$ cat config.mk
export PLATFORM = sky130hd
export DESIGN_NAME = fit_policy_block_allocator_unit
export DESIGN_NICKNAME = d
export VERILOG_FILES = /design/src/hw/rtl/fpba_pkg.sv /design/src/hw/rtl/fpba_ram.sv /design/src/hw/rtl/fpba_ctrl.sv /design/src/hw/rtl/fpba_dp.sv /design/src/hw/rtl/fit_policy_block_allocator_unit.sv
export SDC_FILE = /design/constraint.sdc
export NUM_CORES = 1
export LEC_CHECK = 0
export BUFFER_PORTS_ARGS = -buffer_cell sky130_fd_sc_hd__buf_4
export CAP_MARGIN = 20
export CORE_MARGIN = 4
export CORE_UTILIZATION = 61
export DETAILED_ROUTE_END_ITERATION = 10
export GPL_TIMING_DRIVEN = 0
export PLACE_DENSITY = 0.9
export SLEW_MARGIN = 15
export SYNTH_ARGS = -nofsm -noshare
export SYNTH_HDL_FRONTEND = slang
export SYNTH_SLANG_ARGS = --single-unit
$ cat constraint.sdc
create_clock -name clk -period 4.07 [get_ports clk]
set_input_delay 0.814 -clock clk [delete_from_list [all_inputs] [get_ports clk]]
set_output_delay 0.814 -clock clk [all_outputs]
set_load 0.005 [all_outputs]
$ cat src/hw/rtl/fpba_pkg.sv
`timescale 1ns / 1ps
// ----------------------------------------------------------------------------
// fpba_pkg: shared definitions of the fit-policy block allocator
// Constants, codes and the control structures between controller and datapath.
// ----------------------------------------------------------------------------
package fpba_pkg;

	localparam int MAX_BLOCKS_DEF = 16;
	localparam int SIZE_BITS_DEF  = 16;

	localparam int IDX_W    = 4;
	localparam int FIELD_W  = 16;
	localparam int STAT_W   = 2;
	localparam int POL_W    = 2;
	localparam int COUNT_W  = 5;
	localparam int CFG_W    = 5;
	localparam int CFG_IDX_W = 1;

	localparam int S_TDATA_W = 40;
	localparam int M_TDATA_W = 24;

	localparam logic [POL_W-1:0] POL_FIRST = 2'd0;
	localparam logic [POL_W-1:0] POL_BEST  = 2'd1;
	localparam logic [POL_W-1:0] POL_WORST = 2'd2;

	localparam logic [STAT_W-1:0] ST_LOADED    = 2'd0;
	localparam logic [STAT_W-1:0] ST_ALLOCATED = 2'd1;
	localparam logic [STAT_W-1:0] ST_NO_ALLOC  = 2'd2;

	localparam logic CMD_LOAD  = 1'b0;
	localparam logic CMD_ALLOC = 1'b1;

	localparam logic [CFG_IDX_W-1:0] REG_FIT_POLICY  = 1'd0;
	localparam logic [CFG_IDX_W-1:0] REG_BLOCK_COUNT = 1'd1;

	localparam logic [COUNT_W-1:0] BLOCK_COUNT_RST = 5'd16;

	typedef struct packed {
		logic load;
		logic start;
		logic rd_en;
		logic finish;
	} ctl_cmd_t;

	typedef struct packed {
		logic scan_more;
		logic out_free;
	} ctl_stat_t;

	function automatic int addr_bits(input int depth);
		return (depth > 1) ? $clog2(depth) : 1;
	endfunction

endpackage

$ cat src/hw/rtl/fpba_ram.sv
`timescale 1ns / 1ps
// ----------------------------------------------------------------------------
// fpba_ram: generic single-write, single-read RAM
// One write port and one read port with registered read data.
// ----------------------------------------------------------------------------
module fpba_ram #(
	parameter int WIDTH = fpba_pkg::SIZE_BITS_DEF,
	parameter int DEPTH = fpba_pkg::MAX_BLOCKS_DEF,
	localparam int AW = fpba_pkg::addr_bits(DEPTH)
) (
	input  logic             clk,
	input  logic             we,
	input  logic [AW-1:0]    waddr,
	input  logic [WIDTH-1:0] wdata,
	input  logic             re,
	input  logic [AW-1:0]    raddr,
	output logic [WIDTH-1:0] rdata
);

	logic [WIDTH-1:0] mem_q [DEPTH];
	logic [WIDTH-1:0] rdata_q;

	always_ff @(posedge clk) begin
		if (we) begin
			mem_q[waddr] <= wdata;
		end
		if (re) begin
			rdata_q <= mem_q[raddr];
		end
	end

	assign rdata = rdata_q;

endmodule

$ cat src/hw/rtl/fpba_ctrl.sv
`timescale 1ns / 1ps
// ----------------------------------------------------------------------------
// fpba_ctrl: allocator controller
// Accepts words, sequences the table scan and the write-back of an allocation.
// ----------------------------------------------------------------------------
module fpba_ctrl (
	input  logic                clk,
	input  logic                arst_n,
	input  logic                s_tvalid,
	input  logic                s_tuser,
	output logic                s_tready,
	input  fpba_pkg::ctl_stat_t stat,
	output fpba_pkg::ctl_cmd_t  cmd
);

	localparam logic [1:0] ST_IDLE = 2'd0;
	localparam logic [1:0] ST_SCAN = 2'd1;
	localparam logic [1:0] ST_DONE = 2'd2;

	logic [1:0] state_q;
	logic [1:0] state_d;
	logic       accept;

	assign s_tready = (state_q == ST_IDLE) && stat.out_free;
	assign accept   = s_tvalid && s_tready;

	always_comb begin
		state_d    = state_q;
		cmd        = '0;
		unique case (state_q)
			ST_IDLE: begin
				if (accept) begin
					if (s_tuser == fpba_pkg::CMD_ALLOC) begin
						cmd.start = 1'b1;
						state_d   = ST_SCAN;
					end else begin
						cmd.load = 1'b1;
					end
				end
			end
			ST_SCAN: begin
				cmd.rd_en = stat.scan_more;
				if (!stat.scan_more) begin
					state_d = ST_DONE;
				end
			end
			ST_DONE: begin
				cmd.finish = 1'b1;
				state_d    = ST_IDLE;
			end
			default: begin
				state_d = ST_IDLE;
			end
		endcase
	end

	always_ff @(posedge clk or negedge arst_n) begin
		if (!arst_n) begin
			state_q <= ST_IDLE;
		end else begin
			state_q <= state_d;
		end
	end

endmodule

$ cat src/hw/rtl/fpba_dp.sv
`timescale 1ns / 1ps
// ----------------------------------------------------------------------------
// fpba_dp: allocator datapath
// Configuration registers, free-size table, scan compare and result register.
// ----------------------------------------------------------------------------
module fpba_dp #(
	parameter int MAX_BLOCKS = fpba_pkg::MAX_BLOCKS_DEF,
	parameter int SIZE_BITS  = fpba_pkg::SIZE_BITS_DEF
) (
	input  logic                                clk,
	input  logic                                arst_n,
	input  logic [fpba_pkg::S_TDATA_W-1:0]      s_tdata,
	output logic                                m_tvalid,
	input  logic                                m_tready,
	output logic [fpba_pkg::M_TDATA_W-1:0]      m_tdata,
	output logic [fpba_pkg::STAT_W-1:0]         m_tuser,
	input  logic                                cfg_we,
	input  logic [fpba_pkg::CFG_IDX_W-1:0]      cfg_index,
	input  logic [fpba_pkg::CFG_W-1:0]          cfg_wdata,
	input  fpba_pkg::ctl_cmd_t                  cmd,
	output fpba_pkg::ctl_stat_t                 stat
);

	localparam int AW = fpba_pkg::addr_bits(MAX_BLOCKS);
	localparam int CW = $clog2(MAX_BLOCKS + 1);
	localparam int LW = (CW > fpba_pkg::COUNT_W) ? CW : fpba_pkg::COUNT_W;
	localparam int IW = (AW > fpba_pkg::IDX_W) ? AW : fpba_pkg::IDX_W;
	localparam int FW = (SIZE_BITS > fpba_pkg::FIELD_W) ? SIZE_BITS : fpba_pkg::FIELD_W;

	logic [fpba_pkg::IDX_W-1:0]   in_idx;
	logic [fpba_pkg::FIELD_W-1:0] in_load;
	logic [fpba_pkg::FIELD_W-1:0] in_req;
	logic [IW-1:0]                idx_w;
	logic [FW-1:0]                load_w;
	logic [FW-1:0]                req_w;
	logic                         idx_ok;

	logic [fpba_pkg::POL_W-1:0]   policy_q;
	logic [fpba_pkg::COUNT_W-1:0] count_q;

	logic [LW-1:0]        bc_w;
	logic [LW-1:0]        lim_w;
	logic [CW-1:0]        limit_q;
	logic [CW-1:0]        cnt_q;
	logic [SIZE_BITS-1:0] req_q;
	logic                 rd_ok_s1;
	logic [AW-1:0]        rd_idx_s1;
	logic                 found_q;
	logic [SIZE_BITS-1:0] best_q;
	logic [AW-1:0]        best_idx_q;

	logic [SIZE_BITS-1:0] rd_data;
	logic                 fits;
	logic                 take;
	logic [SIZE_BITS-1:0] diff;
	logic [FW-1:0]        frag_w;
	logic [IW-1:0]        best_idx_w;

	logic                 ram_we;
	logic [AW-1:0]        ram_waddr;
	logic [SIZE_BITS-1:0] ram_wdata;

	logic                          out_valid_q;
	logic [fpba_pkg::STAT_W-1:0]   out_status_q;
	logic [fpba_pkg::IDX_W-1:0]    out_block_q;
	logic [fpba_pkg::FIELD_W-1:0]  out_frag_q;

	assign in_idx  = s_tdata[3:0];
	assign in_load = s_tdata[19:4];
	assign in_req  = s_tdata[35:20];
	assign idx_w   = IW'(in_idx);
	assign load_w  = FW'(in_load);
	assign req_w   = FW'(in_req);
	assign idx_ok  = 32'(in_idx) < 32'(MAX_BLOCKS);

	always_ff @(posedge clk or negedge arst_n) begin
		if (!arst_n) begin
			policy_q <= fpba_pkg::POL_FIRST;
			count_q  <= fpba_pkg::BLOCK_COUNT_RST;
		end else if (cfg_we) begin
			unique case (cfg_index)
				fpba_pkg::REG_FIT_POLICY: begin
					policy_q <= cfg_wdata[fpba_pkg::POL_W-1:0];
				end
				fpba_pkg::REG_BLOCK_COUNT: begin
					count_q <= cfg_wdata;
				end
			endcase
		end
	end

	assign bc_w  = LW'(count_q);
	assign lim_w = (bc_w > LW'(MAX_BLOCKS)) ? LW'(MAX_BLOCKS) : bc_w;

	assign stat.scan_more = cnt_q < limit_q;
	assign stat.out_free  = !out_valid_q || m_tready;

	fpba_ram #(
		.WIDTH(SIZE_BITS),
		.DEPTH(MAX_BLOCKS)
	) u_table (
		.clk  (clk),
		.we   (ram_we),
		.waddr(ram_waddr),
		.wdata(ram_wdata),
		.re   (cmd.rd_en),
		.raddr(cnt_q[AW-1:0]),
		.rdata(rd_data)
	);

	assign fits = rd_data >= req_q;

	always_comb begin
		take = 1'b0;
		if (rd_ok_s1 && fits) begin
			if (!found_q) begin
				take = 1'b1;
			end else begin
				unique case (policy_q)
					fpba_pkg::POL_BEST:  take = rd_data < best_q;
					fpba_pkg::POL_WORST: take = rd_data > best_q;
					default:             take = 1'b0;
				endcase
			end
		end
	end

	assign diff       = best_q - req_q;
	assign frag_w     = FW'(diff);
	assign best_idx_w = IW'(best_idx_q);

	assign ram_we    = (cmd.load && idx_ok) || (cmd.finish && found_q);
	assign ram_waddr = cmd.finish ? best_idx_q : idx_w[AW-1:0];
	assign ram_wdata = cmd.finish ? diff : load_w[SIZE_BITS-1:0];

	always_ff @(posedge clk) begin
		if (cmd.start) begin
			req_q   <= req_w[SIZE_BITS-1:0];
			limit_q <= lim_w[CW-1:0];
		end
		if (cmd.rd_en) begin
			rd_idx_s1 <= cnt_q[AW-1:0];
		end
		if (take) begin
			best_q     <= rd_data;
			best_idx_q <= rd_idx_s1;
		end
	end

	always_ff @(posedge clk or negedge arst_n) begin
		if (!arst_n) begin
			cnt_q    <= '0;
			rd_ok_s1 <= 1'b0;
			found_q  <= 1'b0;
		end else begin
			rd_ok_s1 <= cmd.rd_en;
			if (cmd.start) begin
				cnt_q   <= '0;
				found_q <= 1'b0;
			end else begin
				if (cmd.rd_en) begin
					cnt_q <= cnt_q + CW'(1);
				end
				if (take) begin
					found_q <= 1'b1;
				end
			end
		end
	end

	always_ff @(posedge clk) begin
		if (cmd.load) begin
			out_status_q <= fpba_pkg::ST_LOADED;
			out_block_q  <= '0;
			out_frag_q   <= '0;
		end else if (cmd.finish) begin
			if (found_q) begin
				out_status_q <= fpba_pkg::ST_ALLOCATED;
				out_block_q  <= best_idx_w[fpba_pkg::IDX_W-1:0];
				out_frag_q   <= frag_w[fpba_pkg::FIELD_W-1:0];
			end else begin
				out_status_q <= fpba_pkg::ST_NO_ALLOC;
				out_block_q  <= '0;
				out_frag_q   <= '0;
			end
		end
	end

	always_ff @(posedge clk or negedge arst_n) begin
		if (!arst_n) begin
			out_valid_q <= 1'b0;
		end else if (cmd.load || cmd.finish) begin
			out_valid_q <= 1'b1;
		end else if (m_tready) begin
			out_valid_q <= 1'b0;
		end
	end

	assign m_tvalid = out_valid_q;
	assign m_tuser  = out_status_q;
	assign m_tdata  = {4'd0, out_frag_q, out_block_q};

endmodule

$ cat src/hw/rtl/fit_policy_block_allocator_unit.sv
`timescale 1ns / 1ps
// ----------------------------------------------------------------------------
// fit_policy_block_allocator_unit: first, best and worst fit block allocator
// Top level joining the controller and the datapath with its free-size table.
// ----------------------------------------------------------------------------
// A load word writes one block's free size. An allocate word scans blocks
// 0 to N-1, with N the smaller of block_count and MAX_BLOCKS, reading one
// table entry per cycle from the single read port of the table RAM, then
// writes the chosen block back and posts the result. The table holds garbage
// after reset, so every block that an allocation will search must be loaded
// first. The result sits in a single output register, and a new word is taken
// only while that register is empty or is being read in the same cycle, so an
// output side that holds off stalls the input.
module fit_policy_block_allocator_unit #(
	parameter int MAX_BLOCKS = fpba_pkg::MAX_BLOCKS_DEF,
	parameter int SIZE_BITS  = fpba_pkg::SIZE_BITS_DEF
) (
	input  logic                           clk,
	input  logic                           arst_n,
	input  logic                           s_tvalid,
	output logic                           s_tready,
	// block_index[3:0], load_size[19:4], request_size[35:20]
	input  logic [fpba_pkg::S_TDATA_W-1:0] s_tdata,
	// cmd[0]
	input  logic                           s_tuser,
	output logic                           m_tvalid,
	input  logic                           m_tready,
	// block_number[3:0], fragment[19:4]
	output logic [fpba_pkg::M_TDATA_W-1:0] m_tdata,
	// status[1:0]
	output logic [fpba_pkg::STAT_W-1:0]    m_tuser,
	input  logic                           cfg_we,
	input  logic [fpba_pkg::CFG_IDX_W-1:0] cfg_index,
	input  logic [fpba_pkg::CFG_W-1:0]     cfg_wdata
);

	fpba_pkg::ctl_cmd_t  ctl_cmd;
	fpba_pkg::ctl_stat_t ctl_stat;

	fpba_ctrl u_ctrl (
		.clk     (clk),
		.arst_n  (arst_n),
		.s_tvalid(s_tvalid),
		.s_tuser (s_tuser),
		.s_tready(s_tready),
		.stat    (ctl_stat),
		.cmd     (ctl_cmd)
	);

	fpba_dp #(
		.MAX_BLOCKS(MAX_BLOCKS),
		.SIZE_BITS (SIZE_BITS)
	) u_dp (
		.clk      (clk),
		.arst_n   (arst_n),
		.s_tdata  (s_tdata),
		.m_tvalid (m_tvalid),
		.m_tready (m_tready),
		.m_tdata  (m_tdata),
		.m_tuser  (m_tuser),
		.cfg_we   (cfg_we),
		.cfg_index(cfg_index),
		.cfg_wdata(cfg_wdata),
		.cmd      (ctl_cmd),
		.stat     (ctl_stat)
	);

`ifndef SYNTHESIS
	a_finish_slot_empty: assert property (@(posedge clk) disable iff (!arst_n)
		ctl_cmd.finish |-> !m_tvalid)
		else $error("Allocation finished while the output register was full.");

	a_finish_posts_word: assert property (@(posedge clk) disable iff (!arst_n)
		(ctl_cmd.finish || ctl_cmd.load) |=> m_tvalid)
		else $error("A finished item did not post a result word.");

	a_alloc_blocks_input: assert property (@(posedge clk) disable iff (!arst_n)
		(s_tvalid && s_tready && s_tuser) |=> !s_tready)
		else $error("Input accepted while an allocation was in progress.");

	a_scan_busy: assert property (@(posedge clk) disable iff (!arst_n)
		ctl_cmd.rd_en |-> !s_tready)
		else $error("Table scan overlapped with input acceptance.");
`endif

endmodule
# Word-level counts from Yosys, hierarchy flattened
# Memory sizes are Yosys's and may differ from the RTL's. A register that Yosys moved wholly into a read port is not among the register bits.
# Index checks and enable logic that the tools add are counted.
# op_classes
add_sub_neg,2
n_lt_le_gt_ge,5
n_eq_ne,7
n_mux,26
bitwise,1
n_reduce_logical,15
# ops
operator,count
2-to-1 mux 16 bit,2
>= comparator 16 bit,1
> comparator 16 bit,1
< comparator 16 bit,1
subtractor 16 bit,1
2-to-1 mux 1 bit,12
2-to-1 mux 2 bit,6
2-to-1 mux 5 bit,2
2-to-1 mux 4 bit,2
nonzero test 2 bit,3
"adder 5 x 1 -> 5 bit, second input constant",1
"> comparator 5 bit, second input constant",1
< comparator 5 bit,1
"== test 2 x 1 -> 1 bit, second input constant",2
"== test 2 bit, second input constant",2
logical AND 1 bit,4
"inequality test 2 bit, second input constant",2
one-hot mux 2 bit (2 select lines),1
AND reduction 2 bit,2
logical OR 1 bit,3
AND reduction 3 bit,1
zero test 2 bit,1
"inequality test 2 x 1 -> 1 bit, second input constant",1
one-hot mux 1 bit (2 select lines),1
2 further kinds,2
# totals
reg_bits,84
ramBits,256
in_bits,52
out_inout_bits,28
wordCells,72
memories,1
# mem_list
memory,words,word_bits,read_ports,rd_clocked_by_memory_dff,wr,line,rtl
u_dp.u_table.mem_q,16,16,1,1,1,fpba_ram.sv:20,logic [WIDTH-1:0] mem_q [DEPTH];

# Logic depth before layout (Yosys ltp)
# Gate-level depths: netlist (run 1).
# depth
depth_word,9
depth_mapped,10
ltp_nobuf,10

# Cells and area by module
# A second synthesis (run 1) with hierarchy kept.
# hier_totals
cells_unflattened,868
area_unflattened_um2,14910.6
# by_module_without_submodules
module,n_inst,cells_each,area_per_inst_um2,seq_area_each_um2
fpba_ram,1,432,10202.3,8167.8
fpba_dp,1,426,4591.9,2168.3
fpba_ctrl,1,10,116.4,50.0

# Worst setup path after synthesis (run 1)
# OpenSTA, ideal clock, no wires.
# synth_timing
path_kind,reg-to-reg
from,"register u_dp.u_table.rdata_q[15] (netlist: u_dp.u_table.rdata[15]), read port of u_dp.u_table.mem_q"
to,"register u_dp.best_idx_q[0], enable pin"
setup_ps,431
arrival_time_ps,3190
required_ps,3639
setup_slack_ps,449
stages_incl_launch_ff,7
path_buffers,0
synth_period_minus_slack_ps,3621
path_cell_list,edfxtp_1 > ha_1 > nand4_1 > or3_1 > a21o_1 > a31o_2 > a221oi_1
# synth_between
elab_chain_cells,4
# synth_lines
element,line,rtl
"start, declared",fpba_ram.sv:21,logic [WIDTH-1:0] rdata_q;
> comparator 16 bit / < comparator 16 bit (equally long branches),"fpba_dp.sv:121, fpba_dp.sv:120",
one-hot mux 1 bit (2 select lines),fpba_dp.sv:119,unique case (policy_q)
2-to-1 mux 1 bit,fpba_dp.sv:116,if (!found_q) begin
2-to-1 mux 1 bit *,fpba_dp.sv:115,if (rd_ok_s1 && fits) begin
via u_dp.take,fpba_dp.sv:54,logic take;
"end signal, assigned",fpba_dp.sv:146,best_idx_q <= rd_idx_s1;
"end, declared",fpba_dp.sv:50,logic [AW-1:0] best_idx_q;
# The timed path passes the listed nets; every way through them passes the cells marked *.
# A chain may end at the register's enable or synchronous reset.

# Worst setup path in the final report (run 1)
# layout_timing
from,register u_ctrl.state_q[1]
to,"memory u_dp.u_table.mem_q[4][8] (netlist name), enable pin"
# layout_between
elab_chain_cells,8
# layout_lines
element,line,rtl
"start, declared",fpba_ctrl.sv:20,logic [1:0] state_q;
"start signal, assigned",fpba_ctrl.sv:61,state_q <= state_d;
zero test 2 bit,"fpba_ctrl.sv:24, fpba_ctrl.sv:30",
logical AND 1 bit,fpba_ctrl.sv:24,assign s_tready = (state_q == ST_IDLE) && stat.out_free;
logical AND 1 bit,fpba_ctrl.sv:25,assign accept = s_tvalid && s_tready;
2-to-1 mux 2 bit,fpba_ctrl.sv:32,if (accept) begin
2-to-1 mux 2 bit,fpba_ctrl.sv:30,unique case (state_q)
logical OR 1 bit,fpba_dp.sv:132,assign ram_we = (cmd.load && idx_ok) || (cmd.finish && found_q);
2-to-1 mux 1 bit,fpba_ram.sv:24,if (we) begin
2-to-1 mux 1 bit (implied by the code),fpba_ram.sv:25,mem_q[waddr] <= wdata;
"end, declared",fpba_ram.sv:20,
# Parallel ways exist; a longest one is shown, timed or not.

==> out/qor.yml, run 1 <==
run_status:
  status: "finished clean"
synthesis:
  synth_top_area_share_pct: 64.2
  avgSynthCellArea_um2: 17.4
  dominantRegCellSynth: "edfxtp_1"
  synth_largest_area_cell: "edfxtp_1"
  muxShareOfSynthArea_pct: 12.7
  synth_area_leaders: "edfxtp_1, mux4_2, ha_1, dfxtp_1, dfrtp_1"
  synth_top_family_by_area: "multiplexers"
  synth_compound_area_share_pct: 5.11
  synth_area_mm2: 0.0148
  yosys.area_share.simple_pct: 4.05
  netlist_instances: 850
  async_flop_share_pct: 4.78
  synth-adder-area-share_pct: 4.69
  synth_xor_area_share_pct: 0.886
  ys_seq_area_share_pct: 70.1
  ys_types: 57
  synth_seq_cells: 356
  synth_edf_count: 317
  yosys_warnings: 0
sta:
  fin_crit_ps: 3560
  rsz0062_at_grt: "false"
  maxSlewViolCount: 0
  worst_pin_slew_ps: 1060
  relSlewSlack_pct: 29.6
  min_period_over_period_pct: 87.4
  hold_viol: 0
  finalSetupTns_ps: 0
  fin_ws_ps: 513
  finalSetupViolations: 0
  fmaxAchievable_ghz: 0.281
  final.setup_skew_ps: 9.64
floorplanning:
  dieArea_mm2: 0.0269
  initial_utilization_pct: 62.6
  dieWidth_um: 164
  core_area_mm2: 0.0237
  die_h_um: 164
  pin_count: 80
  rows: 56
routing:
  drt_first_pass_iters: 7
  wl_um: 38900
  drt_iter0_drc: 1262
  vias: 8774
  wl_per_cell_um: 29.2
  vias_per_cell: 6.59
  remaining_drc_errors: 0
  ant_nets: 0
finish:
  utilization_pct: 73.3
  drive_gt1_share_pct: 26.8
  finalNetCount: 1093
  fill_cells: 1306
  final_cells: 1332
  design_area_mm2: 0.0174
  syn2layout_area_growth_pct: 17.1
  diodes: 0
place:
  gp_congestion: 0.954
  dp_worst_setup_slack_ps: 377
  dp_cells: 1265
  hpwl_um: 25100
  io_buffers: 71
  post_dp_cell_area_mm2: 0.0161
clocking:
  cts-buffers-inserted: 36
  cts_setup_buffers: 0
  hold_buffers: 0
  cts_root_buffer: "clkbuf_16"
  clk_pin_slew_ps: 60
  clock-sinks: 356
  cts_htree_levels: 2
  clockBufferDepth: 3
  cts_tree: "done"
  cts_resized: 0
  clock_latency_ps: 530
worst_setup_path:
  crit_chain: "nor2b_1 > clkbuf_1 > nand2_1 > o2bb2ai_1 > nand2_1 > nor2_2 > buf_6"
  end_kind: "flop"
  crit_arrival_ps: 3790
  slowest_stage: "nor2_2"
  cp_common_cell: "nand2_1"
  cp_max_fo: 10
  start_kind: "flop"
  max_stage_delay_ps: 640
  required_ps: 4300
  path_class: "reg -> reg"
global_route:
  grt_pass1_vias: 9058
  track_usage_pct: 29.8
  grt_max_degree: 25
  antenna_found_initial: 0
  overflow: 0
  grt_pass1_wl_um: 57700
pwr:
  power_leakage_nw: 6.21
  p_per_area_mw_per_mm2: 689
  ir_worst_vdd_mv: 0.356
hold_path:
  hp-class: "in -> async"
run:
  max-cap-violations: 0
## report_power, final
part           internal (W)  switching (W)  leakage, nW  total (W)
clock               0.00205        0.00136        0.586    0.00341
sequential          0.00479       0.000248         3.26    0.00503
combinational       0.00141        0.00210         2.36    0.00352
total               0.00825        0.00372         6.21     0.0120
## cell usage in the layout, fill, tap and decap left out, types with 17 or more instances in the layout
| master | count |
|---|---|
| a21oi_1 | 22 |
| buf_4 | 82 |
| clkbuf_1 | 21 |
| clkbuf_16 | 37 |
| dfxtp_1 | 22 |
| edfxtp_1 | 317 |
| ha_1 | 54 |
| inv_1 | 48 |
| mux4_2 | 80 |
| nand2_1 | 62 |
| o21ai_0 | 20 |
| o21ai_1 | 17 |
## synthesized netlist by cell type, drive strengths merged, types with 7 or more instances
master	n
a21o	9
a21oi	23
a22o	7
buf	17
clkbuf	16
dfrtp	16
dfxtp	22
edfxtp	317
ha	54
inv	49
mux4	80
nand2	62
nand4	7
nor2	28
nor2b	7
o21ai	43
xnor2	9
## worst max-delay path: cells and delay by family, from the launching register on
family	cells	cell delay (ps)
compound gates	1	450
flops	1	440
simple gates	4	1560
buf+inv	2	810
## through the flow
| stage | total power, W | hold slack (ps) |
|---|---|---|
| finish | 0.0120 | 147 |
| global route | 0.0124 | 153 |
| CTS | 0.0119 | 142 |
| detailed placement | 0.00843 | 406 |
| global placement | 0.00815 | 401 |
| floorplan | 0.00715 | 400 |
## per-layer routing
| metal | track usage (%) | wire [µm] | up-vias |
|---|---|---|---|
| li1 | - | - | 3613 |
| met1 | 37.6 | 13400 | 4339 |
| met2 | 50.7 | 19500 | 658 |
| met3 | 6.55 | 3990 | 164 |
| met4 | 12.3 | 2070 | 0 |
| met5 | 0 | 0 | - |
## final timing paths
path | cells after the start | start | slack [ps] | endpoint
max in group asynchronous | 1 | arst_n | 3670 | u_dp.bc_w[4]$_DFFE_PN1P_
max reg2reg | 7 | u_ctrl.state_q[1]$_DFFE_PN0P_ | 510 | u_dp.u_table.mem_q[4][8]$_DFFE_PP_
max | 7 | u_ctrl.state_q[1]$_DFFE_PN0P_ | 510 | u_dp.u_table.mem_q[4][8]$_DFFE_PP_
min in group clk | 0 | u_dp.rd_idx_s1[2]$_DFFE_PP_ | 430 | u_dp.best_idx_q[2]$_DFFE_PP_
min reg2reg | 0 | u_dp.rd_idx_s1[2]$_DFFE_PP_ | 430 | u_dp.best_idx_q[2]$_DFFE_PP_
min | 1 | arst_n | 150 | u_dp.cnt_q[3]$_DFFE_PN0P_
## kinds of logic after synthesis
kind of cell | after synthesis
adders and majority gates | 55
buffers and inverters | 82
xor gates and xnor gates | 15
and+or+nand+nor | 133
AOI/OAI and AO/OA | 120
muxes | 88
other | 1
DFF | 356
## flip-flops by register name, summed over array words and instances (netlist names), 5 cells and up
signal	count
u_dp.u_table.mem_q	256
u_dp.best_q	16
u_dp.out_frag_q	16
u_dp.req_q	16
u_dp.u_table.rdata	16
u_dp.bc_w	5
u_dp.cnt_q	5
u_dp.limit_q	5
## layout make-up
cell class              instances  area (µm²)  area share, %
plain buffers                  33         180           1.04
clock buffers                  44         952           5.48
clock inverters                21         255           1.47
inverters                      49         184           1.06
multi-input cells             415        4170           24.0
flip-flops and latches        356       10400           59.8
well taps                     319         399           2.30
repair buffers                 95         840           4.83
No activity file was read; power rests on OpenSTA's default activity.
==> run 2: changes to the inputs <==
--- a/config.mk
+++ b/config.mk
@@ -8,10 +8,10 @@
 export BUFFER_PORTS_ARGS = -buffer_cell sky130_fd_sc_hd__buf_4
 export CAP_MARGIN = 20
 export CORE_MARGIN = 4
-export CORE_UTILIZATION = 61
+export CORE_UTILIZATION = 55
 export DETAILED_ROUTE_END_ITERATION = 10
 export GPL_TIMING_DRIVEN = 0
-export PLACE_DENSITY = 0.9
+export PLACE_DENSITY = 0.86
 export SLEW_MARGIN = 15
 export SYNTH_ARGS = -nofsm -noshare
 export SYNTH_HDL_FRONTEND = slang
==> constraint.sdc (replaced) <==
create_clock -name clk -period 2.9 [get_ports clk]
set_input_delay 0.435 -clock clk [delete_from_list [all_inputs] [get_ports clk]]
set_output_delay 0.435 -clock clk [all_outputs]
set_load 0.005 [all_outputs]
==> run 2 against run 1 <==
Cell area up 1.4%. Clock-buffer cell count down 1. Critical path depth down 1. Highest routed layer unchanged. Final cell count up 2.2%.
==> out/qor.yml, run 2 (synthesis gave the netlist of run 1 again) <==
run_status:
  status: "finished clean"
pwr:
  net-switching-power_w: 0.00522
  p_per_area_mw_per_mm2: 941
  combPwrFrac_pct: 30.6
  pwr-share-seq_pct: 42.6
  clockPowerShare_pct: 26.8
  power_leakage_nw: 6.29
  sw_frac_of_total_pct: 31.5
  p_int_w: 0.0114
  ir_worst_vdd_mv: 0.477
finish:
  regMostFlops: "u_dp.u_table.mem_q"
  drive_gt1_share_pct: 28.7
  syn2layout_area_growth_pct: 18.8
  largest_reg_flops: 256
  layout_common_cells: "edfxtp_1, buf_4, mux4_2"
  diodes: 0
  utilization_pct: 67.0
  finalNetCount: 1109
  final_common_cell: "edfxtp_1"
sta:
  maxSlewViolCount: 0
  min_period_over_period_pct: 98.4
  relSlewSlack_pct: 23.5
  finalSetupTns_ps: 0
  worst_pin_slew_ps: 1140
  finalSetupViolations: 0
  fin_crit_ps: 2850
  final.setup_skew_ps: 18.3
  fmaxAchievable_ghz: 0.351
  hold_viol: 0
routing:
  remaining_drc_errors: 0
  vias_per_cell: 6.47
  drt_iter0_drc: 1157
  ant_nets: 0
  drt_first_pass_iters: 5
  wl_um: 38400
  wl_per_cell_um: 28.2
  vias: 8811
floorplanning:
  pin_count: 80
  core_area_mm2: 0.0263
  dieWidth_um: 172
  initial_utilization_pct: 56.4
  dieArea_mm2: 0.0296
  die_h_um: 172
  rows: 59
global_route:
  overflow: 0
  track_usage_pct: 25.7
  grt_pass1_vias: 8802
  grt_pass1_wl_um: 55100
  grt_max_degree: 25
  antenna_found_initial: 0
worst_setup_path:
  cpLargestDelayFamily: "simple AND/OR/NAND/NOR gates"
  start_kind: "flop"
  end_kind: "flop"
  crit_chain: "inv_1 > nor2_1 > a22o_1 > nand2_1 > nor2_2 > buf_8"
  required_ps: 3120
  path_class: "reg -> reg"
  cp_max_fo: 9
  max_stage_delay_ps: 580
  slowest_stage: "nor2_2"
  crit_arrival_ps: 3070
  critPathBufInv: 2
run:
  max-cap-violations: 0
place:
  hpwl_um: 24800
  io_buffers: 71
  gp_congestion: 0.941
clocking:
  cts-buffers-inserted: 36
  clock-sinks: 356
  cts_tree: "done"
  clockBufferDepth: 3
  cts_htree_levels: 2
  clock_latency_ps: 530
  clk_pin_slew_ps: 60
  cts_root_buffer: "clkbuf_16"
hold_path:
  hp-class: "in -> reg"
==> run 2: area by class of cell <==
cell class / instances / area, µm²
fillers: 1590 / 8670
flip-flops and latches: 356 / 10400
plain buffers: 33 / 185
multi-input cells: 416 / 4300
clock inverters: 19 / 180
inverters: 49 / 184
well taps: 335 / 419
repair buffers: 110 / 1030
clock buffers: 43 / 927
==> run 2: per-stage QoR <==
| stage | hold slack, ps | instance area, µm² | cells | worst slack [ps] | total power (W) |
|---|---|---|---|---|---|
| 6_report | 90.9 | 17600 | 1361 | 47.2 | 0.0166 |
| 2_1_floorplan | 139 | 14900 | 853 | 35.4 | 0.0100 |
| 4_1_cts | 85.1 | 17400 | 1352 | 1.95 | 0.0164 |
| 5_1_grt | 83.1 | 17600 | 1361 | -88.3 | 0.0172 |
| 3_5_place_dp | 311 | 16100 | 1280 | -637 | 0.0118 |
| 3_3_place_gp | 308 | 15800 | 1259 | -978 | 0.0114 |
==> run 2: worst register-to-register path, stage by stage (launching register included) <==
cell	delay (ps)
dfrtp_1	480
inv_1	150
nor2_1	520
a22o_1	340
nand2_1	230
nor2_2	580
buf_8	250
==> run 2: what timing repair did <==
action / 4_1_cts / 5_1_grt
hold endpoints to repair: 16 / 0
cloned: 1 / 0
resized for setup: 17 / 14
endpoints found under the setup margin: 212 / 172
pin swaps: 5 / 7
buffers inserted: 8 / 9
hold buffers: 1 / 0
==> run 2: path summary, 6_finish.rpt <==
path,startpoint,to,slack (ps),depth (start not counted)
worst max-delay path,u_dp.found_q$_DFFE_PN0P_,u_dp.u_table.mem_q[8][5]$_DFFE_PP_,50,6
worst min-delay path,s_tdata[33],u_dp.req_q[13]$_DFFE_PP_,90,1
worst max register to register,u_dp.found_q$_DFFE_PN0P_,u_dp.u_table.mem_q[8][5]$_DFFE_PP_,50,6
worst min register to register,u_dp.rd_idx_s1[1]$_DFFE_PP_,u_dp.best_idx_q[1]$_DFFE_PP_,420,0
max in group asynchronous,arst_n,u_dp.bc_w[4]$_DFFE_PN1P_,2310,2
min in group asynchronous,arst_n,u_dp.bc_w[3]$_DFFE_PN0P_,340,2
==> run 2: layer usage <==
layer	share of wire (%)	global-route usage, %
met1	36	33.9
met2	50	43.1
met3	10	4.64
met4	4.2	10.5
met5	0	0
==> run 2: power groups by stage <==
stage	clock (W)	sequential (W)	combinational, W
floorplan	0	0.00704	0.00301
global placement	0	0.00712	0.00433
detailed placement	0	0.00714	0.00465
CTS	0.00446	0.00704	0.00493
global route	0.00468	0.00710	0.00543
finish	0.00444	0.00706	0.00507
